<file path="config.mk">
export PLATFORM = sky130hd
export DESIGN_NAME = signed_int_to_decimal_ascii
export DESIGN_NICKNAME = d
export VERILOG_FILES = /design/src/s2d_pkg.sv /design/src/s2d_bcd_cell.sv /design/src/signed_int_to_decimal_ascii.sv
export SDC_FILE = /design/constraint.sdc
export NUM_CORES = 1
export LEC_CHECK = 0
export BUFFER_PORTS_ARGS = -buffer_cell sky130_fd_sc_hd__buf_2
export CORE_UTILIZATION = 57
export CTS_CLUSTER_DIAMETER = 200
export DETAILED_ROUTE_END_ITERATION = 16
export GPL_TIMING_DRIVEN = 0
export PLACE_DENSITY_LB_ADDON = 0.08
export SYNTH_ARGS = -nofsm -noshare
export SYNTH_HDL_FRONTEND = slang
export SYNTH_SLANG_ARGS = --single-unit
export TNS_END_PERCENT = 1
</file>
<file path="constraint.sdc">
create_clock -name clk_i -period 3.33 [get_ports clk_i]
set_clock_uncertainty 0.1 [all_clocks]
set_input_delay 0.666 -clock clk_i [delete_from_list [all_inputs] [get_ports clk_i]]
set_output_delay 0.666 -clock clk_i [all_outputs]
set_load 0.01 [all_outputs]
</file>
<file path="src/s2d_pkg.sv">
// Shared constants and types for the signed binary to decimal ASCII converter.
`timescale 1ns / 1ps

package s2d_pkg;

  localparam int unsigned ValueW  = 64;
  localparam int unsigned Digits  = 20;
  localparam int unsigned DigitW  = 4;
  localparam int unsigned CharW   = 7;
  localparam int unsigned BitCntW = $clog2(ValueW);
  localparam int unsigned RemW    = $clog2(Digits + 1);

  localparam logic [CharW-1:0] CharZero  = 7'h30;
  localparam logic [CharW-1:0] CharMinus = 7'h2D;

  // Control shared by every digit cell of the chain
  typedef struct packed {
    logic clear;   // zero the digit
    logic dabble;  // add-3 correction then shift one binary bit in
    logic shift;   // move digits one place up the chain
  } cell_ctrl_t;

endpackage

</file>
<file path="src/s2d_bcd_cell.sv">
// One BCD digit cell of the double-dabble chain.
`timescale 1ns / 1ps

module s2d_bcd_cell (
  input  logic                            clk_i,
  input  logic                            rst_ni,
  input  s2d_pkg::cell_ctrl_t             ctrl_i,
  input  logic                            bit_i,
  input  logic [s2d_pkg::DigitW-1:0]      dig_i,
  output logic                            bit_o,
  output logic [s2d_pkg::DigitW-1:0]      dig_o
);

  logic [s2d_pkg::DigitW-1:0] dig_q, dig_d;
  logic [s2d_pkg::DigitW-1:0] adj;

  // add 3 when the digit would overflow past 9 on doubling
  assign adj   = (dig_q >= 4'd5) ? (dig_q + 4'd3) : dig_q;
  assign bit_o = adj[s2d_pkg::DigitW-1];
  assign dig_o = dig_q;

  always_comb begin
    dig_d = dig_q;
    if (ctrl_i.clear) begin
      dig_d = '0;
    end else if (ctrl_i.dabble) begin
      dig_d = {adj[s2d_pkg::DigitW-2:0], bit_i};
    end else if (ctrl_i.shift) begin
      dig_d = dig_i;
    end
  end

  always_ff @(posedge clk_i or negedge rst_ni) begin
    if (!rst_ni) begin
      dig_q <= '0;
    end else begin
      dig_q <= dig_d;
    end
  end

endmodule

</file>
<file path="src/signed_int_to_decimal_ascii.sv">
// Top level: signed 64-bit integer to decimal ASCII text, one number per request.
// Sequence: after the accept edge the magnitude is double-dabbled through the digit
//   chain one input bit per cycle, then leading zeros are dropped in the skip state
//   before the first character is registered; fewer zeros for longer numbers.
// Throughput: one number at a time; sign and digits go out one per cycle while the
//   output is not stalled, and the next request is taken the cycle after the last.
// Reset: asynchronous active low; returns to idle with no character pending.
`timescale 1ns / 1ps

module signed_int_to_decimal_ascii (
  input  logic                             clk_i,
  input  logic                             rst_ni,
  input  logic                             in_valid_i,
  output logic                             in_ready_o,
  input  logic signed [s2d_pkg::ValueW-1:0] signed_value_i,
  output logic                             out_valid_o,
  input  logic                             out_ready_i,
  output logic [s2d_pkg::CharW-1:0]        text_char_o,
  output logic                             last_char_o
);

  typedef enum logic [2:0] {
    StIdle,
    StConv,
    StSkip,
    StSign,
    StDigs
  } state_e;

  localparam int unsigned Top = s2d_pkg::Digits - 1;

  state_e                          state_q;
  logic [s2d_pkg::ValueW-1:0]      mag_q;
  logic                            neg_q;
  logic [s2d_pkg::BitCntW-1:0]     bit_cnt_q;
  logic [s2d_pkg::RemW-1:0]        rem_q;
  logic                            out_valid_q;
  logic [s2d_pkg::CharW-1:0]       out_char_q;
  logic                            out_last_q;

  s2d_pkg::cell_ctrl_t             ctrl;
  logic [s2d_pkg::Digits:0]        chain_bit;
  logic [s2d_pkg::DigitW-1:0]      chain_dig [s2d_pkg::Digits+1];
  logic                            in_fire;
  logic                            out_free;
  logic                            out_load;
  logic [s2d_pkg::DigitW-1:0]      top_dig;

  assign in_ready_o  = (state_q == StIdle);
  assign in_fire     = in_valid_i && in_ready_o;
  assign out_free    = !out_valid_q || out_ready_i;
  assign out_load    = ((state_q == StSign) || (state_q == StDigs)) && out_free;
  assign out_valid_o = out_valid_q;
  assign text_char_o = out_char_q;
  assign last_char_o = out_last_q;
  assign top_dig     = chain_dig[Top+1];

  // Chain control from the sequencer
  always_comb begin
    ctrl        = '0;
    ctrl.clear  = in_fire;
    ctrl.dabble = (state_q == StConv);
    ctrl.shift  = ((state_q == StSkip) && (top_dig == '0) && (rem_q > 1)) ||
                  ((state_q == StDigs) && out_free);
  end

  // Digit chain: cell 0 is the least significant digit
  assign chain_bit[0] = mag_q[s2d_pkg::ValueW-1];
  assign chain_dig[0] = '0;

  for (genvar g = 0; g < s2d_pkg::Digits; g++) begin : g_cell
    s2d_bcd_cell u_cell (
      .clk_i  (clk_i),
      .rst_ni (rst_ni),
      .ctrl_i (ctrl),
      .bit_i  (chain_bit[g]),
      .dig_i  (chain_dig[g]),
      .bit_o  (chain_bit[g+1]),
      .dig_o  (chain_dig[g+1])
    );
  end

  // Sequencer and output register
  always_ff @(posedge clk_i or negedge rst_ni) begin
    if (!rst_ni) begin
      state_q     <= StIdle;
      mag_q       <= '0;
      neg_q       <= 1'b0;
      bit_cnt_q   <= '0;
      rem_q       <= '0;
      out_valid_q <= 1'b0;
      out_char_q  <= '0;
      out_last_q  <= 1'b0;
    end else begin
      if (out_load) begin
        out_valid_q <= 1'b1;
      end else if (out_ready_i) begin
        out_valid_q <= 1'b0;
      end
      unique case (state_q)
        StIdle: begin
          if (in_fire) begin
            neg_q     <= signed_value_i[s2d_pkg::ValueW-1];
            mag_q     <= signed_value_i[s2d_pkg::ValueW-1] ?
                         (~signed_value_i + 64'd1) : signed_value_i;
            bit_cnt_q <= '0;
            rem_q     <= s2d_pkg::RemW'(s2d_pkg::Digits);
            state_q   <= StConv;
          end
        end
        StConv: begin
          mag_q     <= {mag_q[s2d_pkg::ValueW-2:0], 1'b0};
          bit_cnt_q <= bit_cnt_q + 1'b1;
          if (bit_cnt_q == s2d_pkg::BitCntW'(s2d_pkg::ValueW - 1)) begin
            state_q <= StSkip;
          end
        end
        StSkip: begin
          // drop leading zeros, keep at least one digit
          if ((top_dig == '0) && (rem_q > 1)) begin
            rem_q <= rem_q - 1'b1;
          end else begin
            state_q <= neg_q ? StSign : StDigs;
          end
        end
        StSign: begin
          if (out_free) begin
            out_char_q  <= s2d_pkg::CharMinus;
            out_last_q  <= 1'b0;
            state_q     <= StDigs;
          end
        end
        StDigs: begin
          if (out_free) begin
            out_char_q  <= s2d_pkg::CharZero + s2d_pkg::CharW'(top_dig);
            out_last_q  <= (rem_q == 1);
            rem_q       <= rem_q - 1'b1;
            if (rem_q == 1) begin
              state_q <= StIdle;
            end
          end
        end
        default: state_q <= StIdle;
      endcase
    end
  end

  // Checks
  a_minus_not_last: assert property (@(posedge clk_i) disable iff (!rst_ni)
    (out_valid_o && (text_char_o == s2d_pkg::CharMinus)) |-> !last_char_o)
    else $error("minus sign flagged as last character");

  a_char_range: assert property (@(posedge clk_i) disable iff (!rst_ni)
    (out_valid_o && (text_char_o != s2d_pkg::CharMinus)) |->
      ((text_char_o >= s2d_pkg::CharZero) && (text_char_o <= s2d_pkg::CharZero + 7'd9)))
    else $error("character is neither minus nor a decimal digit");

  a_rem_range: assert property (@(posedge clk_i) disable iff (!rst_ni)
    ((state_q != StIdle) && (state_q != StConv)) |->
      ((rem_q != 0) && (rem_q <= s2d_pkg::RemW'(s2d_pkg::Digits))))
    else $error("digit count out of range");

  a_conv_len: assert property (@(posedge clk_i) disable iff (!rst_ni)
    ((state_q == StConv) && (bit_cnt_q == s2d_pkg::BitCntW'(s2d_pkg::ValueW - 1)))
      |=> (state_q == StSkip))
    else $error("conversion did not end after the last bit");

  a_accept_starts: assert property (@(posedge clk_i) disable iff (!rst_ni)
    in_fire |=> ((state_q == StConv) && (bit_cnt_q == '0)))
    else $error("accepted request did not start conversion");

endmodule

</file>
After elaboration in Yosys (flattened, before gate mapping)
Cells that the tools add are included.
Word-level totals
  input port bits: 68
  output and inout port bits: 10
  logic and storage cells: 214
  flip-flop bits (word level): 168
Cells by class
  reductions and logical operators: 22
  bitwise logic cells: 1
  order comparisons: 21
  add/sub/neg operators: 24
  mux-type cells: 105
  eq/ne operators: 13
Operators by type and width (count)
  $mux W4: 79
  $mux W64: 2
  $pmux W64 S2: 1
  $ge A4 B3 Y1 const B: 20
  $add A4 B2 Y4 const B: 19
  $add A64 B1 Y64 const B: 1
  $not A64 Y64: 1
  $mux W3: 8
  $mux W5: 3
  $pmux W3 S5: 1
  $pmux W5 S3: 1
  $mux W7: 2
  $pmux W7 S2: 1
  $pmux W6 S2: 1
  $ne A2 B1 Y1 const B: 4
  $add A6 B4 Y7 const A: 1
  $add A6 B1 Y6 const B: 1
  $eq A3 B2 Y1 const B: 2
  $eq A6 B6 Y1 const B: 1
  $logic_and A1 B1 Y1: 6
  $mux W6: 1
  $ne A2 B2 Y1 const B: 3
  $reduce_and A6 Y1: 1
  $reduce_bool A2 Y1: 3
  16 further kinds: 23

Longest topological paths before layout
  word-level depth: 7
  depth in mapped cells: 11
  mapped depth without buffers: 8

Hierarchy
From an unflattened synthesis, not the netlist that was laid out.
Unflattened totals
  cell total of the unflattened synthesis: 1339
  area, all modules: 12134.1 um^2
Modules (own cells, without submodules)
  s2d_bcd_cell: times used 20, seq. area each 100.1 um^2, area an instance 344.1 um^2, cells an instance 39
  signed_int_to_decimal_ascii: times used 1, seq. area each 2177.1 um^2, area an instance 5252.5 um^2, cells an instance 559

Least setup slack after synthesis
OpenSTA, ideal clock, no wires.
  path type: in2reg
  start: input signed_value_i[14] (netlist name)
  end: register mag_q[59] (netlist name)
  buffers on the path: 3
  required time: 3101 ps
  library setup time: 129 ps
  stages: 9
  arrival: 2803 ps
  slack: 298 ps
  cells stage by stage: or4_4 > or3_1 > buf_2 > or3_1 > buf_2 > buf_6 > nor4_4 > mux2i_1 > o21ai_1
On the way
  cells in the longest elaborated chain, start to end: 5
RTL lines
  start, declared: RTL line signed_int_to_decimal_ascii.sv:15  | input logic signed [s2d_pkg::ValueW-1:0] signed_value_i,
  $not A64 Y64: RTL line signed_int_to_decimal_ascii.sv:105  | (~signed_value_i + 64'd1) : signed_value_i;
  $add A64 B1 Y64: RTL line signed_int_to_decimal_ascii.sv:105
  $mux W64: RTL line signed_int_to_decimal_ascii.sv:104  | mag_q <= signed_value_i[s2d_pkg::ValueW-1] ?
  $mux W64: RTL line signed_int_to_decimal_ascii.sv:102  | if (in_fire) begin
  $pmux W64 S2: RTL line signed_int_to_decimal_ascii.sv:100  | unique case (state_q)
  end signal, assigned: RTL line signed_int_to_decimal_ascii.sv:104
  end signal, assigned: RTL line signed_int_to_decimal_ascii.sv:112  | mag_q <= {mag_q[s2d_pkg::ValueW-2:0], 1'b0};
  end, declared: RTL line signed_int_to_decimal_ascii.sv:33  | logic [s2d_pkg::ValueW-1:0] mag_q;
No other way between the ends. The select of a mux whose other input is x is not followed.
A chain may end at the register's enable or synchronous reset.

Worst setup path after layout
  start: register state_q[1]
  end: register g_cell[14].u_cell.dig_q, in the netlist g_cell[14].u_cell.dig_o[0]
On the way
  cells in the longest elaborated chain, start to end: 5
  elaborated cells between the ends (all ways): 12
  those cells by class: 3 x eq/ne; 2 x mux; 7 x reduce/logical
RTL lines
  start, declared: RTL line signed_int_to_decimal_ascii.sv:32  | state_e state_q;
  start signal, assigned: RTL line signed_int_to_decimal_ascii.sv:86  | state_q <= StIdle;
  start signal, assigned: RTL line signed_int_to_decimal_ascii.sv:108  | state_q <= StConv;
  start signal, assigned: RTL line signed_int_to_decimal_ascii.sv:115  | state_q <= StSkip;
  $eq A3 B2 Y1: RTL line signed_int_to_decimal_ascii.sv:63  | ctrl.shift = ((state_q == StSkip) && (top_dig == '0) && (rem_q > 1)) ||
  $logic_and A1 B1 Y1 (2 in series): RTL line signed_int_to_decimal_ascii.sv:63
  $logic_or A1 B1 Y1: RTL line signed_int_to_decimal_ascii.sv:63
  $reduce_bool A3 Y1 (no line)
  end signal, assigned: RTL line s2d_bcd_cell.sv:37  | dig_q <= dig_d;
  end, declared: RTL line s2d_bcd_cell.sv:14  | logic [s2d_pkg::DigitW-1:0] dig_q, dig_d;
Several ways; a longest one is shown, not always the timed one.

==> summary.md <==
| Metric | Value |
|---|---|
| Clock slew seen by the registers of the worst setup and hold paths | 70 ps |
| Crit path depth | 9 |
| ANT cells | 0 |
| First-pass GRT wire length | 52.5 mm |
| Area Growth Syn to Fin | 12.0% |
| Reg power frac | 0.330 |
| Die area | 0.0195 sq mm |
| Initial cell density of the core | 0.592 |
| R2R Path End | g_cell[14].u_cell.dig_o[0]$_DFFE_PN0P_ |
| Dominant cells by area after synthesis | dfrtp_1 39%, a211oi_1 11%, ha_1 5.2% |
| Post-synth cell types | 61 |
| Synth Cell Area | 0.0108 sq mm |
| Global-route usage over all layers | 0.346 |
| Crit path top cell by count | clkbuf_1 |
| Final ANT Viol Nets | 0 |
| HP Class | input pin to async pin |
| Core Util, Final | 0.662 |
| Num CTS Buffers | 17 |
| Cell Int Power | 0.00651 W |
| Routed wire length | 32.5 mm |
| Final Hold Viols | 0 |
| Number of global-route vias before repair | 9733 |
| Seq/Total Area, Yosys | 0.387 |
| CTS H-tree lvls | 4 |
| Top_reg_cell synth | dfrtp_1 |
| Hold slack | 39.1 ps |
| CP bufs+invs | 4 |
| CP cell instances | clkbuf_1 -> nor2_1 -> nand3_1 -> and2_1 -> clkbuf_1 -> clkbuf_1 -> clkbuf_1 -> a211oi_1 -> nor3_1 |
| Slew @ Worst Pin | 1080 ps |
| Syn Inst Count | 1189 |
| Final setup violation count | 0 |
| # rows | 49 |
| Worst VDD drop | 0.000479 V |
| Via density per instance | 6.56 |
| Crit Reg-Reg Startpoint | state_q[1]$_DFFE_PN0P_ |
| Final number of max-transition violations | 0 |
| TritonCTS clock tree | done |
| Layout Nets | 1397 |
| Max incr delay on CP | 550 ps |
| Fin crit period | 3180 ps |
| Syn avg cell area | 9.09 sq um |
| Largest net degree at the start of global routing | 111 |
| Crit Path Max Fanout | 10 |
| Cell family with most CP delay | buffers and inverters |
| Overflow after GRT | 0 |
| Max-cap viol count | 0 |
| CTS Sinks | 167 |
| Number of flops mapped to enable cells by yosys | 0 |
| Sw Ratio | 0.459 |
| Clock latency on the worst-skew pair | 440 ps |
| Crit share post-route | 0.955 |
| Pleak | 5.13 nW |
| Port buffer count | 75 |
| Vias | 10007 |
| CP Class | flip-flop to flip-flop |
| RSZ-0062 raised after global routing | yes |
| Pre-antenna DRT Iters | 6 |
| CP startpoint | state_q[1]$_DFFE_PN0P_ |
| R2R setup slack | 150 ps |
| Arr. time, crit path | 3410 ps |
| Post-Place Cells | 1494 |
| CTS root buf | clkbuf_16 |
| Outcome | finished clean |
| DP Wirelength | 22.7 mm |
| Yosys reg bits | 167 |
| DIE HEIGHT | 140 microns |
| End of the critical path | g_cell[14].u_cell.dig_o[0]$_DFFE_PN0P_ |
| Hold-fix buffer count after cts | 0 |
| Asr flop ratio synth | 1.00 |
| Pwr Density | 994 mW/mm^2 |
| Count leader, synth | dfrtp_1 |
| Slowest cell on crit path | clkbuf_1 |
| P_sw | 0.00552 W |
| Ports | 78 |
| Synthesized net count | 1302 |
| Syn. warnings | 0 |
| Final Total Pwr | 0.0120 W |
| Layout cells sized above 1 | 0.0979 |
| Initial antenna violation count | 0 |
| Max-slew headroom | 0.276 |
| Placer congestion estimate | 0.950 |
| Post-synth top cells | 167 x dfrtp_1, 155 x a211oi_1, 97 x nor2_1, 89 x o21ai_0, 63 x clkbuf_1 |
| Deepest clock path buffer count | 2 |
| Clock share of power | 0.165 |
| DRC | 0 |
| Worst Reg-to-Reg Cells | 9 |
| Critical Path End Type | flip-flop |
| WL/cell | 21.3 microns |
| Final cell count without fillers | 1526 |
| Crit path launch type | flip-flop |
| Starting DRT DRC Count | 855 |
| Logic pwr share | 0.505 |
| CP required | 3560 ps |
| Core box area | 0.0183 sq mm |
| FMAX | 315 MHz |
| Post-synth top area cell | dfrtp_1 |
| Yosys top cell area share | 0.387 |
| Die X | 140 microns |
| # Post-CTS Setup Buffers | 0 |
[metrics by stage]
step	setup TNS, ps	setup slack (ps)	area (sq um)
6_report	0	151	12100
5_1_grt	-6.13	-6.13	12100
4_1_cts	0	44.6	12100
3_5_place_dp	-2710	-248	11500
3_3_place_gp	-201380	-1220	11500
2_1_floorplan	0	298	10800
[flip-flops by register name, indices dropped and copies added (netlist names)]
register and flops:
g_cell.u_cell.dig_o 80, mag_q 64, bit_cnt_q 6, text_char_o 6, rem_q 5, state_q 3, last_char_o 1, neg_q 1
out_valid_o 1
[timing repair]
| action | 4_1_cts | 5_1_grt |
|---|---|---|
| setup endpoints to repair | 1 | 29 |
| endpoints found under the hold margin | 0 | 0 |
| gates resized for setup | 1 | 4 |
[metal layers]
metal / part of all wire / wire, microns / GRT usage / up-vias
met5: 0 / 0 / 0 / -
met2: 0.48 / 15500 / 0.569 / 428
met3: 0.067 / 2170 / 0.0582 / 89
met1: 0.42 / 13800 / 0.451 / 4847
met4: 0.035 / 1120 / 0.147 / 0
li1: - / - / - / 4643
[logic make-up after synthesis]
family | after synthesis | synth area share
AOI/OAI and AO/OA | 406 | 0.253
DFF | 167 | 0.387
buffers and inverters | 129 | 0.0461
adders and majority gates | 45 | 0.0521
muxes | 51 | 0.0473
xor gates and xnor gates | 61 | 0.0494
other | 1 | 0.000347
and+or+nand+nor | 329 | 0.165
[worst min path at each step]
| stage | startpoint | to | cells past startpoint | slack (ps) |
|---|---|---|---|---|
| finish | rst_ni | g_cell[18].u_cell.dig_o[2]$_DFFE_PN0P_ | 1 | 40 |
| global route | rst_ni | g_cell[18].u_cell.dig_o[2]$_DFFE_PN0P_ | 1 | 80 |
| CTS | rst_ni | g_cell[18].u_cell.dig_o[2]$_DFFE_PN0P_ | 1 | 70 |
| detailed placement | text_char_o[4]$_DFFE_PN0P_ | text_char_o[4]$_DFFE_PN0P_ | 2 | 360 |
| global placement | text_char_o[5]$_DFFE_PN0P_ | text_char_o[5]$_DFFE_PN0P_ | 1 | 350 |
| floorplan | rst_ni | bit_cnt_q[0]$_DFFE_PN0P_ | 0 | 270 |
[power by group through the flow]
stage / sequential [W] / combinational (W) / clock, W
after global routing: 0.00409 / 0.00674 / 0.00207
final: 0.00397 / 0.00607 / 0.00199
after detailed placement: 0.00395 / 0.00597 / 0
after CTS: 0.00393 / 0.00601 / 0.00199
after global placement: 0.00393 / 0.00581 / 0
after floorplan: 0.00368 / 0.00440 / 0
[cell type report]
class                      instances  area, sq um
buffer                            79          312
clock buffer                      21          480
clock inverter                    11         97.6
fill                            1562         6170
inverter                          50          188
multi-input combinational        893         6150
sequential                       167         4180
tap                              229          287
timing repair buffer              76          413
[cell usage in the layout, fill, tap and decap left out, types with 3 or more instances in the layout]
cell,instances
dfrtp_1,167
a211oi_1,155
nor2_1,95
o21ai_0,89
buf_2,76
clkbuf_1,62
mux2i_1,50
inv_1,49
a21oi_1,49
ha_1,45
a22oi_1,39
nor3b_1,39
nor3_1,37
nand2_1,36
xor2_1,32
xnor2_1,29
nand2b_1,28
or3_1,20
nor4_1,17
nand3_1,17
clkbuf_16,17
a22o_1,16
buf_1,12
o31ai_1,12
nand4_1,8
a31oi_1,6
o21ai_1,6
and3_1,6
o41ai_1,6
o22ai_1,5
clkinv_2,5
o211ai_1,4
clkbuf_8,4
nand4b_1,3
nor4_2,3
and2_1,3
or2_2,3
o31a_1,3
clkinv_4,3
Note: power is estimated with default switching activity, not from simulation.
